## src/sv/idfe_pkg.sv

```systemverilog
// ----------------------------------------------------------------------------
// idfe_pkg: shared types and constants of the tag frame extractor
// Item and result layouts, configuration layout, result kinds and register
// indexes.
// ----------------------------------------------------------------------------
`default_nettype none

package idfe_pkg;

  localparam int CFG_INDEX_W = 8;

  localparam logic [CFG_INDEX_W-1:0] CFG_SELECT_MODE = 8'd0;
  localparam logic [CFG_INDEX_W-1:0] CFG_WANTED_ID   = 8'd1;

  localparam logic [1:0] KIND_START     = 2'd0;
  localparam logic [1:0] KIND_BODY      = 2'd1;
  localparam logic [1:0] KIND_NOT_FOUND = 2'd2;

  localparam logic [7:0] CHAR_A = 8'h41;
  localparam logic [7:0] CHAR_Z = 8'h5A;

  localparam logic [3:0] HEADER_BYTES  = 4'd10;
  localparam logic [3:0] TAG_SIZE_POS  = 4'd6;
  localparam logic [3:0] ID_BYTES      = 4'd4;
  localparam logic [3:0] SIZE_BYTES    = 4'd4;
  localparam logic [3:0] FLAG_BYTES    = 4'd3;
  localparam logic [28:0] FRAME_OVERHEAD = 29'd11;

  typedef struct packed {
    logic [7:0] data_byte;
    logic       new_file;
  } item_t;

  typedef struct packed {
    logic [1:0]  kind;
    logic [31:0] frame_id;
    logic [7:0]  content_byte;
    logic        last_of_frame;
  } result_t;

  // Input item as classified by the front end.
  typedef struct packed {
    item_t item;
    logic  is_upper;
  } cls_item_t;

  typedef struct packed {
    logic        select_mode;
    logic [31:0] wanted_id;
  } cfg_t;

  function automatic cls_item_t classify(item_t it);
    cls_item_t c;
    c.item     = it;
    c.is_upper = (it.data_byte >= CHAR_A) && (it.data_byte <= CHAR_Z);
    return c;
  endfunction

endpackage

`default_nettype wire

```

## src/sv/idfe_fifo.sv

```systemverilog
// ----------------------------------------------------------------------------
// idfe_fifo: small show-ahead queue
// Flip-flop storage; the head entry is visible while empty is low.
// ----------------------------------------------------------------------------
`default_nettype none

module idfe_fifo #(
  parameter int WIDTH = 8,
  parameter int DEPTH = 4
) (
  input  wire logic             clk,
  input  wire logic             rst,
  input  wire logic             push,
  input  wire logic [WIDTH-1:0] wr_data,
  output logic                  full,
  input  wire logic             pop,
  output logic [WIDTH-1:0]      rd_data,
  output logic                  empty
);

  localparam int AW = (DEPTH > 1) ? $clog2(DEPTH) : 1;
  localparam int CW = $clog2(DEPTH + 1);

  logic [WIDTH-1:0] mem [DEPTH];
  logic [AW-1:0]    wr_ptr;
  logic [AW-1:0]    rd_ptr;
  logic [CW-1:0]    count;
  logic             do_push;
  logic             do_pop;

  assign full    = (count == CW'(DEPTH));
  assign empty   = (count == '0);
  assign do_push = push && !full;
  assign do_pop  = pop && !empty;
  assign rd_data = mem[rd_ptr];

  always_ff @(posedge clk) begin
    if (do_push) begin
      mem[wr_ptr] <= wr_data;
    end
  end

  always_ff @(posedge clk) begin
    if (rst) begin
      wr_ptr <= '0;
      rd_ptr <= '0;
      count  <= '0;
    end else begin
      if (do_push) begin
        wr_ptr <= (wr_ptr == AW'(DEPTH - 1)) ? '0 : wr_ptr + 1'b1;
      end
      if (do_pop) begin
        rd_ptr <= (rd_ptr == AW'(DEPTH - 1)) ? '0 : rd_ptr + 1'b1;
      end
      case ({do_push, do_pop})
        2'b10:   count <= count + 1'b1;
        2'b01:   count <= count - 1'b1;
        default: count <= count;
      endcase
    end
  end

endmodule

`default_nettype wire

```

## src/sv/idfe_parser.sv

```systemverilog
// ----------------------------------------------------------------------------
// idfe_parser: tag and frame walker
// Takes one classified byte per step and produces at most one result.
// ----------------------------------------------------------------------------
`default_nettype none

module idfe_parser
  import idfe_pkg::*;
(
  input  wire logic      clk,
  input  wire logic      rst,
  input  wire cfg_t      cfg,
  input  wire logic      in_valid,
  input  wire cls_item_t in_data,
  output logic           in_pop,
  input  wire logic      out_full,
  output logic           out_push,
  output result_t        out_data
);

  typedef enum logic [2:0] {
    PH_HEADER, PH_ID, PH_SIZE, PH_FLAGS, PH_BODY, PH_DONE
  } phase_t;

  phase_t      phase, phase_next;
  logic [3:0]  byte_position, byte_position_next;
  logic [28:0] tag_remaining, tag_remaining_next;
  logic [31:0] current_id, current_id_next;
  logic [27:0] frame_length, frame_length_next;
  logic [27:0] body_remaining, body_remaining_next;
  logic        frame_matches, frame_matches_next;
  logic [28:0] frame_cost, frame_cost_next;

  logic        step;
  logic        emit;
  logic        frame_done;
  result_t     res;
  logic [6:0]  b7;
  logic [7:0]  b;

  assign step     = in_valid && !out_full;
  assign in_pop   = step;
  assign out_push = step && emit;
  assign out_data = res;
  assign b        = in_data.item.data_byte;
  assign b7       = b[6:0];

  always_comb begin
    phase_next          = phase;
    byte_position_next  = byte_position;
    tag_remaining_next  = tag_remaining;
    current_id_next     = current_id;
    frame_length_next   = frame_length;
    body_remaining_next = body_remaining;
    frame_matches_next  = frame_matches;
    frame_cost_next     = frame_cost;
    emit                = 1'b0;
    frame_done          = 1'b0;
    res                 = '0;

    if (in_data.item.new_file) begin
      phase_next          = PH_HEADER;
      byte_position_next  = '0;
      tag_remaining_next  = '0;
      current_id_next     = '0;
      frame_length_next   = '0;
      body_remaining_next = '0;
      frame_matches_next  = 1'b0;
    end

    case (phase_next)
      PH_HEADER: begin
        if (byte_position_next == TAG_SIZE_POS) begin
          tag_remaining_next = {22'd0, b7};
        end else if (byte_position_next > TAG_SIZE_POS) begin
          tag_remaining_next = {tag_remaining_next[21:0], b7};
        end
        byte_position_next = byte_position_next + 1'b1;
        if (byte_position_next >= HEADER_BYTES) begin
          byte_position_next = '0;
          phase_next         = PH_ID;
          if (tag_remaining_next == '0) begin
            phase_next = PH_DONE;
            emit       = cfg.select_mode;
          end
        end
      end
      PH_ID: begin
        if (byte_position_next == '0 && !in_data.is_upper) begin
          phase_next = PH_DONE;
          emit       = cfg.select_mode;
        end else begin
          current_id_next    = {current_id_next[23:0], b};
          byte_position_next = byte_position_next + 1'b1;
          if (byte_position_next >= ID_BYTES) begin
            byte_position_next = '0;
            frame_length_next  = '0;
            phase_next         = PH_SIZE;
          end
        end
      end
      PH_SIZE: begin
        frame_length_next  = {frame_length_next[20:0], b7};
        byte_position_next = byte_position_next + 1'b1;
        if (byte_position_next >= SIZE_BYTES) begin
          byte_position_next = '0;
          phase_next         = PH_FLAGS;
        end
      end
      PH_FLAGS: begin
        // The frame cost is worked out on the first flag byte, ahead of use.
        if (byte_position_next == '0) begin
          frame_cost_next = (frame_length_next != '0) ?
                            {1'b0, frame_length_next} + 29'd10 : FRAME_OVERHEAD;
        end
        byte_position_next = byte_position_next + 1'b1;
        if (byte_position_next >= FLAG_BYTES) begin
          byte_position_next  = '0;
          body_remaining_next = (frame_length_next != '0) ?
                                frame_length_next - 1'b1 : '0;
          frame_matches_next  = (current_id_next == cfg.wanted_id);
          if (!cfg.select_mode || frame_matches_next) begin
            emit              = 1'b1;
            res.kind          = KIND_START;
            res.frame_id      = current_id_next;
            res.last_of_frame = (body_remaining_next == '0);
          end
          if (body_remaining_next == '0) begin
            frame_done = 1'b1;
          end else begin
            phase_next = PH_BODY;
          end
        end
      end
      PH_BODY: begin
        if (!cfg.select_mode || frame_matches_next) begin
          emit              = 1'b1;
          res.kind          = KIND_BODY;
          res.frame_id      = current_id_next;
          res.content_byte  = b;
          res.last_of_frame = (body_remaining_next == 28'd1);
        end
        if (body_remaining_next != '0) begin
          body_remaining_next = body_remaining_next - 1'b1;
        end
        if (body_remaining_next == '0) begin
          frame_done = 1'b1;
        end
      end
      default: begin
      end
    endcase

    // Frame bookkeeping: a matched frame in get mode stops the walk,
    // otherwise its cost comes off the tag size, saturating at zero.
    if (frame_done) begin
      if (cfg.select_mode && frame_matches_next) begin
        phase_next = PH_DONE;
      end else begin
        tag_remaining_next = (tag_remaining_next > frame_cost_next) ?
                             tag_remaining_next - frame_cost_next : '0;
        phase_next         = PH_ID;
        byte_position_next = '0;
        if (tag_remaining_next == '0) begin
          phase_next = PH_DONE;
          if (!emit) begin
            emit = cfg.select_mode;
          end
        end
      end
    end

    // Not-found report in get mode whenever the walk ends with no other result.
    if (emit && phase_next == PH_DONE && !frame_done) begin
      res.kind          = KIND_NOT_FOUND;
      res.frame_id      = cfg.wanted_id;
      res.content_byte  = '0;
      res.last_of_frame = 1'b1;
    end else if (emit && frame_done && phase_next == PH_DONE &&
                 !(res.kind == KIND_START || res.kind == KIND_BODY)) begin
      res.kind = KIND_NOT_FOUND;
    end
    if (frame_done && phase_next == PH_DONE && emit &&
        !(cfg.select_mode && frame_matches_next) &&
        !(!cfg.select_mode || frame_matches_next)) begin
      res.kind          = KIND_NOT_FOUND;
      res.frame_id      = cfg.wanted_id;
      res.content_byte  = '0;
      res.last_of_frame = 1'b1;
    end
  end

  always_ff @(posedge clk) begin
    if (rst) begin
      phase          <= PH_HEADER;
      byte_position  <= '0;
      tag_remaining  <= '0;
      current_id     <= '0;
      frame_length   <= '0;
      body_remaining <= '0;
      frame_matches  <= 1'b0;
      frame_cost     <= FRAME_OVERHEAD;
    end else if (step) begin
      phase          <= phase_next;
      byte_position  <= byte_position_next;
      tag_remaining  <= tag_remaining_next;
      current_id     <= current_id_next;
      frame_length   <= frame_length_next;
      body_remaining <= body_remaining_next;
      frame_matches  <= frame_matches_next;
      frame_cost     <= frame_cost_next;
    end
  end

  a_not_found_in_get_mode: assert property (@(posedge clk) disable iff (rst)
    (out_push && out_data.kind == KIND_NOT_FOUND) |-> cfg.select_mode)
    else $error("not-found result outside get mode");

  a_not_found_ends_walk: assert property (@(posedge clk) disable iff (rst)
    (out_push && out_data.kind == KIND_NOT_FOUND) |=> (phase == PH_DONE))
    else $error("walk continues after a not-found result");

  a_quiet_when_done: assert property (@(posedge clk) disable iff (rst)
    (step && phase == PH_DONE && !in_data.item.new_file) |-> !out_push)
    else $error("result produced after the end of the tag");

  a_body_needs_count: assert property (@(posedge clk) disable iff (rst)
    (phase == PH_BODY) |-> (body_remaining != '0))
    else $error("body phase with nothing left to read");

endmodule

`default_nettype wire

```

## src/sv/id3v2_frame_extractor.sv

```systemverilog
// ----------------------------------------------------------------------------
// id3v2_frame_extractor: tag frame extractor, top level
// Byte-stream front end, frame walker and result queue.
// ----------------------------------------------------------------------------
// The block takes the bytes of a tagged audio file, one byte per transfer,
// and sustains one byte per clock cycle as long as results are taken. Each
// byte is classified as it comes in and waits in a short input queue; the
// frame walker takes one byte from that queue in every cycle in which the
// result queue has room, so a byte is registered in the input queue and its
// result in the result queue before that result is on the result ports.
// The walker itself is a counter update and one
// subtract-and-compare per byte, and that single step is what sets the rate.
// A byte with new_file high restarts parsing at the tag header. Configuration
// should be written only while no transferred byte is still in flight.
`default_nettype none

module id3v2_frame_extractor
  import idfe_pkg::*;
#(
  parameter int IN_DEPTH  = 4,
  parameter int OUT_DEPTH = 4
) (
  input  wire logic                   clk,
  input  wire logic                   rst,
  input  wire logic                   push,
  output logic                        full,
  input  wire item_t                  item,
  input  wire logic                   pop,
  output logic                        empty,
  output result_t                     result,
  input  wire logic                   cfg_valid,
  output logic                        cfg_ready,
  input  wire logic [CFG_INDEX_W-1:0] cfg_index,
  input  wire logic [31:0]            cfg_data
);

  cfg_t      cfg;
  cls_item_t cls_in;
  cls_item_t cls_head;
  logic      in_empty;
  logic      in_pop;
  logic      out_full;
  logic      out_push;
  result_t   out_data;

  // Registers accept a write in every cycle; unknown indexes are dropped.
  assign cfg_ready = 1'b1;

  always_ff @(posedge clk) begin
    if (rst) begin
      cfg <= '0;
    end else if (cfg_valid && cfg_ready) begin
      case (cfg_index)
        CFG_SELECT_MODE: cfg.select_mode <= cfg_data[0];
        CFG_WANTED_ID:   cfg.wanted_id   <= cfg_data;
        default: begin
        end
      endcase
    end
  end

  // Front end: classify the byte on the way into the input queue.
  assign cls_in = classify(item);

  idfe_fifo #(
    .WIDTH ($bits(cls_item_t)),
    .DEPTH (IN_DEPTH)
  ) u_in_fifo (
    .clk     (clk),
    .rst     (rst),
    .push    (push),
    .wr_data (cls_in),
    .full    (full),
    .pop     (in_pop),
    .rd_data (cls_head),
    .empty   (in_empty)
  );

  // Back end: the walker advances only when a result would have a place.
  idfe_parser u_parser (
    .clk      (clk),
    .rst      (rst),
    .cfg      (cfg),
    .in_valid (!in_empty),
    .in_data  (cls_head),
    .in_pop   (in_pop),
    .out_full (out_full),
    .out_push (out_push),
    .out_data (out_data)
  );

  idfe_fifo #(
    .WIDTH ($bits(result_t)),
    .DEPTH (OUT_DEPTH)
  ) u_out_fifo (
    .clk     (clk),
    .rst     (rst),
    .push    (out_push),
    .wr_data (out_data),
    .full    (out_full),
    .pop     (pop),
    .rd_data (result),
    .empty   (empty)
  );

endmodule

`default_nettype wire

```

## config.mk

```make
export PLATFORM = sky130hd
export DESIGN_NAME = id3v2_frame_extractor
export DESIGN_NICKNAME = d
export VERILOG_FILES = /design/src/sv/idfe_pkg.sv /design/src/sv/idfe_fifo.sv /design/src/sv/idfe_parser.sv /design/src/sv/id3v2_frame_extractor.sv
export SDC_FILE = /design/constraint.sdc
export NUM_CORES = 1
export LEC_CHECK = 0
export ABC_AREA = 1
export BUFFER_PORTS_ARGS = -buffer_cell sky130_fd_sc_hd__buf_2
export CELL_PAD_IN_SITES_DETAIL_PLACEMENT = 0
export CELL_PAD_IN_SITES_GLOBAL_PLACEMENT = 2
export CORE_MARGIN = 2
export CORE_UTILIZATION = 33
export CTS_CLUSTER_DIAMETER = 40
export CTS_CLUSTER_SIZE = 40
export DETAILED_ROUTE_END_ITERATION = 10
export GPL_TIMING_DRIVEN = 0
export HOLD_SLACK_MARGIN = 0.05
export PLACE_DENSITY = 0.74
export REMOVE_ABC_BUFFERS = 1
export SYNTH_ARGS = -nofsm -noshare
export SYNTH_HDL_FRONTEND = slang
export SYNTH_HIERARCHICAL = 1
export SYNTH_SLANG_ARGS = --single-unit
```

## constraint.sdc

```tcl
create_clock -name clk -period 7.8 [get_ports clk]
set_clock_uncertainty 0.15 [all_clocks]
set_input_delay 0.39 -clock clk [delete_from_list [all_inputs] [get_ports clk]]
set_output_delay 0.39 -clock clk [all_outputs]
set_load 0.005 [all_outputs]
```

# After elaboration in Yosys (flattened, before gate mapping)
# Memory sizes are Yosys's and may differ from the RTL's. A register that Yosys moved wholly into a read port is not among the register bits.
# Index checks and enable logic that the tools add are counted.
[word_totals]
memories = 2
mem_bits_rw = 212
ff_bits = 201
in_bits = 54
[classes]
mux = 88
add_sub_neg = 13
n_reduce_logical = 48
eq_ne = 20
n_lt_le_gt_ge = 7
[memory_table]
columns = ["name", "words", "width", "rd", "rd_clocked_by_memory_dff", "write_ports", "line_no", "text"]
rows = [
  ["u_out_fifo.mem", 4, 43, 1, 1, 1, "idfe_fifo.sv:24", "logic [WIDTH-1:0] mem [DEPTH];"],
  ["u_in_fifo.mem", 4, 10, 1, 1, 1, "idfe_fifo.sv:24", ""],
]
[op_table]
columns = ["cell", "count"]
rows = [
  ["$mux W29", 11],
  ["$mux W28", 8],
  ["$mux W32", 4],
  ["$pmux W28 S2", 2],
  ["$pmux W34 S2", 1],
  ["$logic_not A29 Y1", 2],
  ["$logic_not A28 Y1", 2],
  ["$reduce_bool A28 Y1", 2],
  ["$sub A28 B1 Y28 const B", 2],
  ["$mux W43", 1],
  ["$mux W42", 1],
  ["$mux W41", 1],
  ["$mux W34", 1],
  ["$mux W3", 11],
  ["$eq A32 B32 Y1", 1],
  ["$add A28 B4 Y29 const B", 1],
  ["$gt A29 B29 Y1", 1],
  ["$sub A29 B29 Y29", 1],
  ["$eq A28 B1 Y1 const B", 1],
  ["$mux W4", 7],
  ["$mux W1", 22],
  ["$mux W2", 10],
  ["$logic_and A1 B1 Y1", 18],
  ["$pmux W4 S4", 1],
  ["30 further kinds", 64],
]

# Longest topological paths before layout
# Gate-level depths: netlist of the first run.
[depth]
word_depth = 19
mapped_depth = 51

# Modules after synthesis
# The synthesis of the first run kept the hierarchy.
[modules_own_cells]
columns = ["module", "instances", "cells_per_inst", "area_per_inst_um2", "seq_area_each_um2"]
rows = [
  ["idfe_parser", 1, 2743, 15546.2, 3083.0],
  ["idfe_fifo (u_out_fifo)", 1, 487, 6859.1, 5345.1],
  ["idfe_fifo (u_in_fifo)", 1, 169, 1991.9, 1381.3],
  ["id3v2_frame_extractor", 1, 236, 1601.5, 660.6],
]

# Least setup slack after synthesis of the first run
# No wires, ideal clock.
[synth_path]
path_type = "reg-to-reg"
start = "register (tool-made name)"
end = "memory u_out_fifo/mem[0][0] in the netlist's numbering, enable pin"
path_stages_with_launch = 41
required_ps = 7206
setup_ps = 444
arrival_ps = 6823
synth_period_minus_slack_ps = 7416
setup_slack_ps = 384
n_path_buf = 4
cell_sequence = "dfxtp_1 inv_1 buf_2 o21ai_0 o22ai_1 buf_6 inv_6 buf_6 nand2_2 inv_1 nand2_1 nand2_1 nand2_1 nor2_1 nand2_2 nor2_1 nand4_1 nor2_1 [5 not listed] ha_1 nand2_1 nor2_1 nand2_1 nor2_1 nand4_1 nand2_2 inv_2 clkbuf_1 nand2_1 nand2_1 nor2_1 nand3_1 nor2_1 nand3b_1 a21oi_1 nand2_1 nor2_1"
[synth_lines]
columns = ["item", "line_no"]
rows = [
  ["to (decl)", "idfe_fifo.sv:24"],
]

==> results of run 1 <==
cells by family (layout without fill, tap and decap cells):
family | after synthesis | after routing
AOI/OAI and AO/OA | 744 | 744
xor gates and xnor gates | 55 | 55
adders and majority gates | 53 | 53
buffers and inverters | 675 | 856
DFF | 417 | 417
other | 1 | 1
and+or+nand+nor | 1690 | 1692
final cells by class:
class / instances / share of cell area (%)
clock buffers: 104 / 7.26
clock inverters: 54 / 1.92
inverters: 498 / 6.16
multi-input cells: 2545 / 41.6
flip-flops and latches: 417 / 33.5
well taps: 1040 / 4.16
repair buffers: 196 / 5.32
repair inverters: 4 / 0.100
how the worst max path moves through the flow:
stage,to,cells past startpoint,startpoint
2_1_floorplan,u_out_fifo/mem[0][0],10,u_in_fifo/count[2]
3_3_place_gp,u_out_fifo/mem[3][39],10,u_in_fifo/count[2]
3_5_place_dp,u_out_fifo/mem[3][39],36,flop
4_1_cts,u_out_fifo/count[1],39,flop
5_1_grt,u_out_fifo/count[2],40,flop
6_report,u_out_fifo/count[1],31,flop
sequential cells by signal, indices dropped and copies added, names as in the netlist, named ones only:
register / count
u_out_fifo/mem: 172
u_out_fifo/wr_ptr: 2
u_in_fifo/mem: 40
u_parser/frame_length: 28
u_in_fifo/count: 3
u_parser/current_id: 32
u_out_fifo/rd_ptr: 2
u_parser/body_remaining: 28
cfg: 33
u_in_fifo/rd_ptr: 2
u_parser/frame_cost: 29
u_parser/phase: 3
u_parser/frame_matches: 1
u_out_fifo/count: 3
u_parser/byte_position: 4
u_in_fifo/wr_ptr: 2
u_parser/tag_remaining: 29
power breakdown:
| part | switching (mW) | internal, mW | leakage (nW) |
|---|---|---|---|
| Combinational | 5.11 | 2.08 | 8.97 |
| Clock | 1.34 | 2.23 | 1.40 |
| Sequential | 0.201 | 2.65 | 3.38 |
| Total | 6.64 | 6.95 | 13.8 |
metal layers:
layer	wire length [microns]	track usage [%]	vias to the layer above
met1	43700	30.8	11500
met3	3860	2.73	127
met4	2600	7.28	0
met2	42700	36.8	513
li1	-	-	12400
met5	0	0	-
tightest hold or removal path, cell delays in order:
cell     delay (ps)
buf_2            70
nor2_1           30
nand2_1          90
nor2_4          110
a21oi_2         130
nor2_1           50
stage by stage:
step	instances	setup TNS (ps)	power, mW	util (%)	hold slack (ps)
finish	4858	0	13.6	40.2	121
global route	4858	-9.23	14.6	40.2	148
CTS	4845	0	13.6	39.9	87.5
detailed placement	4618	-1193210	9.78	35.2	305
global placement	4596	-5135760	10.3	34.5	296
floorplan	3458	-1002240	7.33	-	281
layout by cell type (no fill, tap or decap), drive strengths merged, types with 11 or more instances in the layout:
cell         netlist  layout
nand2            855     855
inv              493     512
nor2             422     424
o21ai            312     312
nand3            287     287
edfxtp           212     212
dfxtp            205     205
a21oi            199     199
buf               82     149
clkbuf            95     104
o22ai             96      96
nand4             59      59
ha                50      50
dlygate4sd3        0      47
o211ai            46      46
xor2              43      43
nor3              36      36
clkinv             5      33
a221oi            20      20
o221ai            17      17
a31oi             15      15
xnor2             12      12
nand3b            11      11
repair_timing:
item | CTS | global route
setup endpoints to repair | 343 | 304
gates cloned | 5 | 1
pin swaps | 7 | 5
hold buffers | 47 | 0
resized for setup | 32 | 36
buffers inserted | 17 | 11
hold endpoints to repair | 84 | 0
==> results.sh, run 1 <==
export IMPL_cp_max_fo=26
export IMPL_cap_violations=0
export IMPL_yosys_top_cells_count="nand2_1, inv_1, nor2_1, nand3_1, o21ai_0"
export IMPL_netlist_area_sq_mm=0.0260
export IMPL_fillers=8212
export IMPL_status="completed"
export IMPL_tightest_slew_ps=1350
export IMPL_synth_warnings=6
export IMPL_clk_pin_slew_ps=50
export IMPL_crit_arrival_ps=7680
export IMPL_first_pass_iters=5
export IMPL_grt_pass1_wl_mm=143
export IMPL_insertion_delay_ps=640
export IMPL_setup_viol=0
export IMPL_slew_viol_final=0
export IMPL_detail_route_vias_per_cell=5.05
export IMPL_synth_compound_area_share_pct=16.6
export IMPL_synth_edf_count=212
export IMPL_ys_ff_latch=417
export IMPL_postSynthCellCount=3635
export IMPL_ant_nets=0
export IMPL_worstHoldStart="cfg_index[7]"
export IMPL_clock_sinks=417
export IMPL_dp_hpwl_mm=64.5
export IMPL_maxSlewHeadroom_pct=10.1
export IMPL_holdPathEnd="cfg[15]"
export IMPL_layout_cell_area_non_filler_sq_mm=0.0313
export IMPL_irDropWorstVdd_mv=0.180
export IMPL_crit_required_ps=8220
export IMPL_gr_usage_all_layers_pct=22.5
export IMPL_drc=0
export IMPL_dp_slack_ps=-4110
export IMPL_numPortBuffers=98
export IMPL_synthMuxAreaShare_pct=0
export IMPL_coreArea_sq_mm=0.0777
export IMPL_cts_made_buffers=86
export IMPL_multi_input_area_sq_mm=0.0130
export IMPL_cpMostUsedCell="a21oi_1"
export IMPL_synthSimpleGateAreaFrac_pct=27.8
export IMPL_fmaxAchievable_mhz=138
export IMPL_pwr_density_cell_mw_per_mm2=435
export IMPL_wl_per_cell_microns=19.1
export IMPL_die_h_microns=285
export IMPL_worstSetupStartpointType="flop"
export IMPL_finalHoldViolCount=0
export IMPL_critPathMaxStageDelay_ps=750
export IMPL_post_synth_top_count_cell="nand2_1"
export IMPL_std_cell_rows=102
export IMPL_clockBufferDepth=3
export IMPL_die_w_microns=285
export IMPL_async_flop_share_pct=0
export IMPL_drt_iter0_drc=1755
export IMPL_routed_wl_mm=92.9
export IMPL_synth_top_area_cell="edfxtp_1"
export IMPL_synth_top_area_share_pct=24.5
export IMPL_fin_nets=3855
export IMPL_setup_slack_ps=535
export IMPL_synth_top_family_by_area="simple AND/OR/NAND/NOR gates"
export IMPL_cts_tree="yes"
export IMPL_finalCritPeriodShare_pct=93.1
export IMPL_synth_xor_area_share_pct=1.85
export IMPL_timing_rr_end="u_out_fifo/count[1]"
export IMPL_crit_family="simple AND/OR/NAND/NOR gates"
export IMPL_critPathBufInv=6
export IMPL_synth_ff_type="edfxtp_1"
export IMPL_cts_root_buf="clkbuf_16"
export IMPL_synthToLayoutAreaGrowth_pct=20.3
export IMPL_synth_fa_ha_area_share_pct=2.64
export IMPL_rr_worst_depth=31
export IMPL_start_util_pct=33.5
export IMPL_seqCellArea_sq_mm=0.0105
export IMPL_dpl_cell_area_sq_mm=0.0274
export IMPL_overflow=0
export IMPL_ys_types=56
export IMPL_hold_path_class="in -> reg"
export IMPL_die_area_sq_mm=0.0810
export IMPL_vias=24500
export IMPL_synth_area_leaders="edfxtp_1, dfxtp_1, nand2_1, inv_1, nor2_1"
export IMPL_period_minus_slack_ps=7260
export IMPL_path_class="reg -> reg"
export IMPL_rrSetupSlack_ps=540
export IMPL_holdPathStages=6
export IMPL_io_pin_count=100
export IMPL_p_leak_nw=13.8
export IMPL_grt_max_degree=87
export IMPL_num_antenna_cells=0
export IMPL_end_kind="flop"
export IMPL_seq_area_frac_synth_pct=40.3
export IMPL_avgSynthCellArea_sq_um=7.15
export IMPL_drive_above_1_share_pct=12.0
export IMPL_antenna_found_initial=0
export IMPL_place_gp_congestion=0.838
export IMPL_cts_htree_levels=3
export IMPL_grt_pass1_vias=23800
export IMPL_crit_slowest_cell="o21ai_0"
(Power assumes the default switching activity.)
==> inputs of run 2 (changes only) <==
Settings changed: CORE_UTILIZATION 33 to 34, SYNTH_HIERARCHICAL 1 to default.
==> run 2 against run 1 <==
Critical path depth is 17 higher. Sequential share of layout area is 1.8 points higher. Routed wire length is 9.5% lower. Setup slack better by 9.7 ps. Total power is 3.3% higher.
==> results.sh, run 2 <==
export IMPL_use_met2_pct=38.0
export IMPL_fin_nets=3413
export IMPL_drive_above_1_share_pct=13.8
export IMPL_synth_warnings=0
export IMPL_post_synth_top_count_cell="nand2_1"
export IMPL_avgSynthCellArea_sq_um=7.62
export IMPL_ys_ff_latch=417
export IMPL_cpMostUsedCell="nand2_1"
export IMPL_tightest_slew_ps=1290
export IMPL_netlist_area_sq_mm=0.0243
export IMPL_antenna_found_initial=0
export IMPL_numPortBuffers=98
export IMPL_end_kind="flop"
export IMPL_p_leak_nw=12.1
export IMPL_reg_top3="u_out_fifo.mem: 172 flops, u_in_fifo.mem: 40 flops, cfg: 33 flops"
export IMPL_dp_slack_ps=-3460
export IMPL_die_w_microns=271
export IMPL_dp_hpwl_mm=55.6
export IMPL_cts_root_buf="clkbuf_16"
export IMPL_period_minus_slack_ps=7260
export IMPL_synthToLayoutAreaGrowth_pct=22.3
export IMPL_irDropWorstVdd_mv=0.354
export IMPL_cap_violations=0
export IMPL_postSynthCellCount=3187
export IMPL_drc=0
export IMPL_pwr_density_cell_mw_per_mm2=473
export IMPL_first_pass_iters=5
export IMPL_cts_tree="yes"
export IMPL_dpl_cell_area_sq_mm=0.0257
export IMPL_hold_path_class="in -> reg"
export IMPL_die_area_sq_mm=0.0735
export IMPL_crit_arrival_ps=7670
export IMPL_synth_top_area_cell="edfxtp_1"
export IMPL_crit_slowest_cell="fa_1"
export IMPL_layout_cell_area_non_filler_sq_mm=0.0297
export IMPL_gr_usage_all_layers_pct=22.3
export IMPL_rsz0062_at_grt="false"
export IMPL_clockBufferDepth=3
export IMPL_clk_pin_slew_ps=60
export IMPL_layout_commonest_cell="nand2_1"
export IMPL_drt_iter0_drc=1575
export IMPL_std_cell_rows=97
export IMPL_path_class="reg -> reg"
export IMPL_critPathMaxStageDelay_ps=420
export IMPL_slew_viol_final=0
export IMPL_io_pin_count=100
export IMPL_synth_ff_type="edfxtp_1"
export IMPL_synth_top_area_share_pct=26.2
export IMPL_ys_types=67
export IMPL_start_util_pct=34.5
export IMPL_worstSetupStartpointType="flop"
export IMPL_die_h_microns=271
export IMPL_vias=22600
export IMPL_routed_wl_mm=84.0
export IMPL_finalCritPeriodShare_pct=93.0
export IMPL_overflow=0
export IMPL_met3_usage_pct=3.03
export IMPL_largest_register_ffs=172
export IMPL_synth_edf_count=212
export IMPL_cts_made_buffers=84
export IMPL_yosys_top_cells_count="nand2_1, nor2_1, inv_1, o21ai_0, a21oi_1"
export IMPL_grt_met1_usage_pct=29.5
export IMPL_clock_sinks=417
export IMPL_setup_slack_ps=545
export IMPL_finalHoldViolCount=0
export IMPL_wl_per_cell_microns=19.5
export IMPL_async_flop_share_pct=0
export IMPL_grt_pass1_vias=21700
export IMPL_fmaxAchievable_mhz=138
export IMPL_cts_htree_levels=3
export IMPL_maxSlewHeadroom_pct=14.2
export IMPL_coreArea_sq_mm=0.0704
export IMPL_place_gp_congestion=0.843
export IMPL_grt_max_degree=90
export IMPL_insertion_delay_ps=640
export IMPL_detail_route_vias_per_cell=5.25
export IMPL_setup_viol=0
export IMPL_busiest_layer="met2"
export IMPL_ant_nets=0
export IMPL_grt_pass1_wl_mm=128
export IMPL_largest_register="u_out_fifo.mem"
export IMPL_crit_required_ps=8220
export IMPL_seq_area_frac_synth_pct=43.1
export IMPL_num_antenna_cells=0
export IMPL_cp_max_fo=12
export IMPL_final_cell_mix="nand2_1, nor2_1, inv_1"
export IMPL_synth_area_leaders="edfxtp_1, dfxtp_1, nand2_1, nor2_1, o21ai_0"
export IMPL_status="completed"
==> run 2: changes by cell type after synthesis, sizes merged, moves of 23 or more <==
cell	change
a21oi	+26
inv	-117
nand2	-268
o22ai	-23
buf	-34
nand3	-124
clkbuf	+26
==> run 2: final timing paths <==
kind,cells past startpoint,endpoint,start,slack (ps)
worst max-delay path,48,u_out_fifo.count[1],flop,540
worst min-delay path,2,u_parser.tag_remaining[25],rst,110
worst min register to register,2,u_parser.body_remaining[11],u_parser.body_remaining[11],310
worst max register to register,48,u_out_fifo.count[1],flop,540
==> run 2: layout make-up <==
| cell class | instances | area (sq um) |
|---|---|---|
| clock buffers | 103 | 2330 |
| clock inverters | 53 | 574 |
| fillers | 7160 | 40700 |
| inverters | 379 | 1480 |
| multi-input cells | 2222 | 11800 |
| flip-flops and latches | 417 | 10500 |
| well taps | 940 | 1180 |
| repair buffers | 197 | 1790 |
| repair inverters | 5 | 45.0 |
==> run 2: routing by layer <==
| layer | wire, microns | up-vias | share of wire, % |
|---|---|---|---|
| met5 | 0 | - | 0 |
| met4 | 1680 | 0 | 2.0 |
| met3 | 4000 | 103 | 4.8 |
| met2 | 40100 | 573 | 48 |
| met1 | 38200 | 10900 | 45 |
| li1 | - | 11100 | - |
==> run 2: kinds of logic (layout without fill, tap and decap cells) <==
kind of cell / Yosys count / count (layout) / synth area share, %
simple gates: 1351 / 1351 / 24.6
compound gates: 744 / 744 / 17.6
buf+inv: 548 / 737 / 9.16
flops: 417 / 417 / 43.1
xor+xnor: 73 / 73 / 2.63
fa+ha+maj: 53 / 53 / 2.83
other cells: 1 / 1 / 0.0155
==> run 2: metrics by stage <==
step / util (%) / setup TNS (ps) / hold slack [ps] / cells / total power, mW
2_1_floorplan: - / -304410 / 281 / 3018 / 7.64
3_3_place_gp: 35.7 / -2457710 / 299 / 4056 / 12.5
3_5_place_dp: 36.6 / -900320 / 304 / 4075 / 9.95
4_1_cts: 41.9 / 0 / 85.9 / 4305 / 13.9
5_1_grt: 42.2 / 0 / 110 / 4316 / 15.1
6_report: 42.2 / 0 / 110 / 4316 / 14.0
==> run 2: where the power goes <==
part | total, mW | internal (mW) | switching, mW
clock network | 3.59 | 2.27 | 1.32
logic | 7.65 | 2.47 | 5.18
registers | 2.81 | 2.62 | 0.194
==> run 2: repair_timing <==
action / in CTS / in global routing
buffers inserted: 23 / 9
pin swaps: 10 / 6
hold buffers: 45 / 0
setup endpoints to repair: 344 / 313
resized for setup: 36 / 21
endpoints found under the hold margin: 73 / 0
gates cloned: 6 / 2
==> run 2: worst max-delay path, delay by kind of cell (launching register included) <==
family	cells	cell delay [ps]
XOR/XNOR	1	150
adder cells (fa/ha/maj)	5	1530
AO/OA/AOI/OAI	5	560
buffers and inverters	8	1070
AND/OR/NAND/NOR	29	3280
flip-flops	1	360
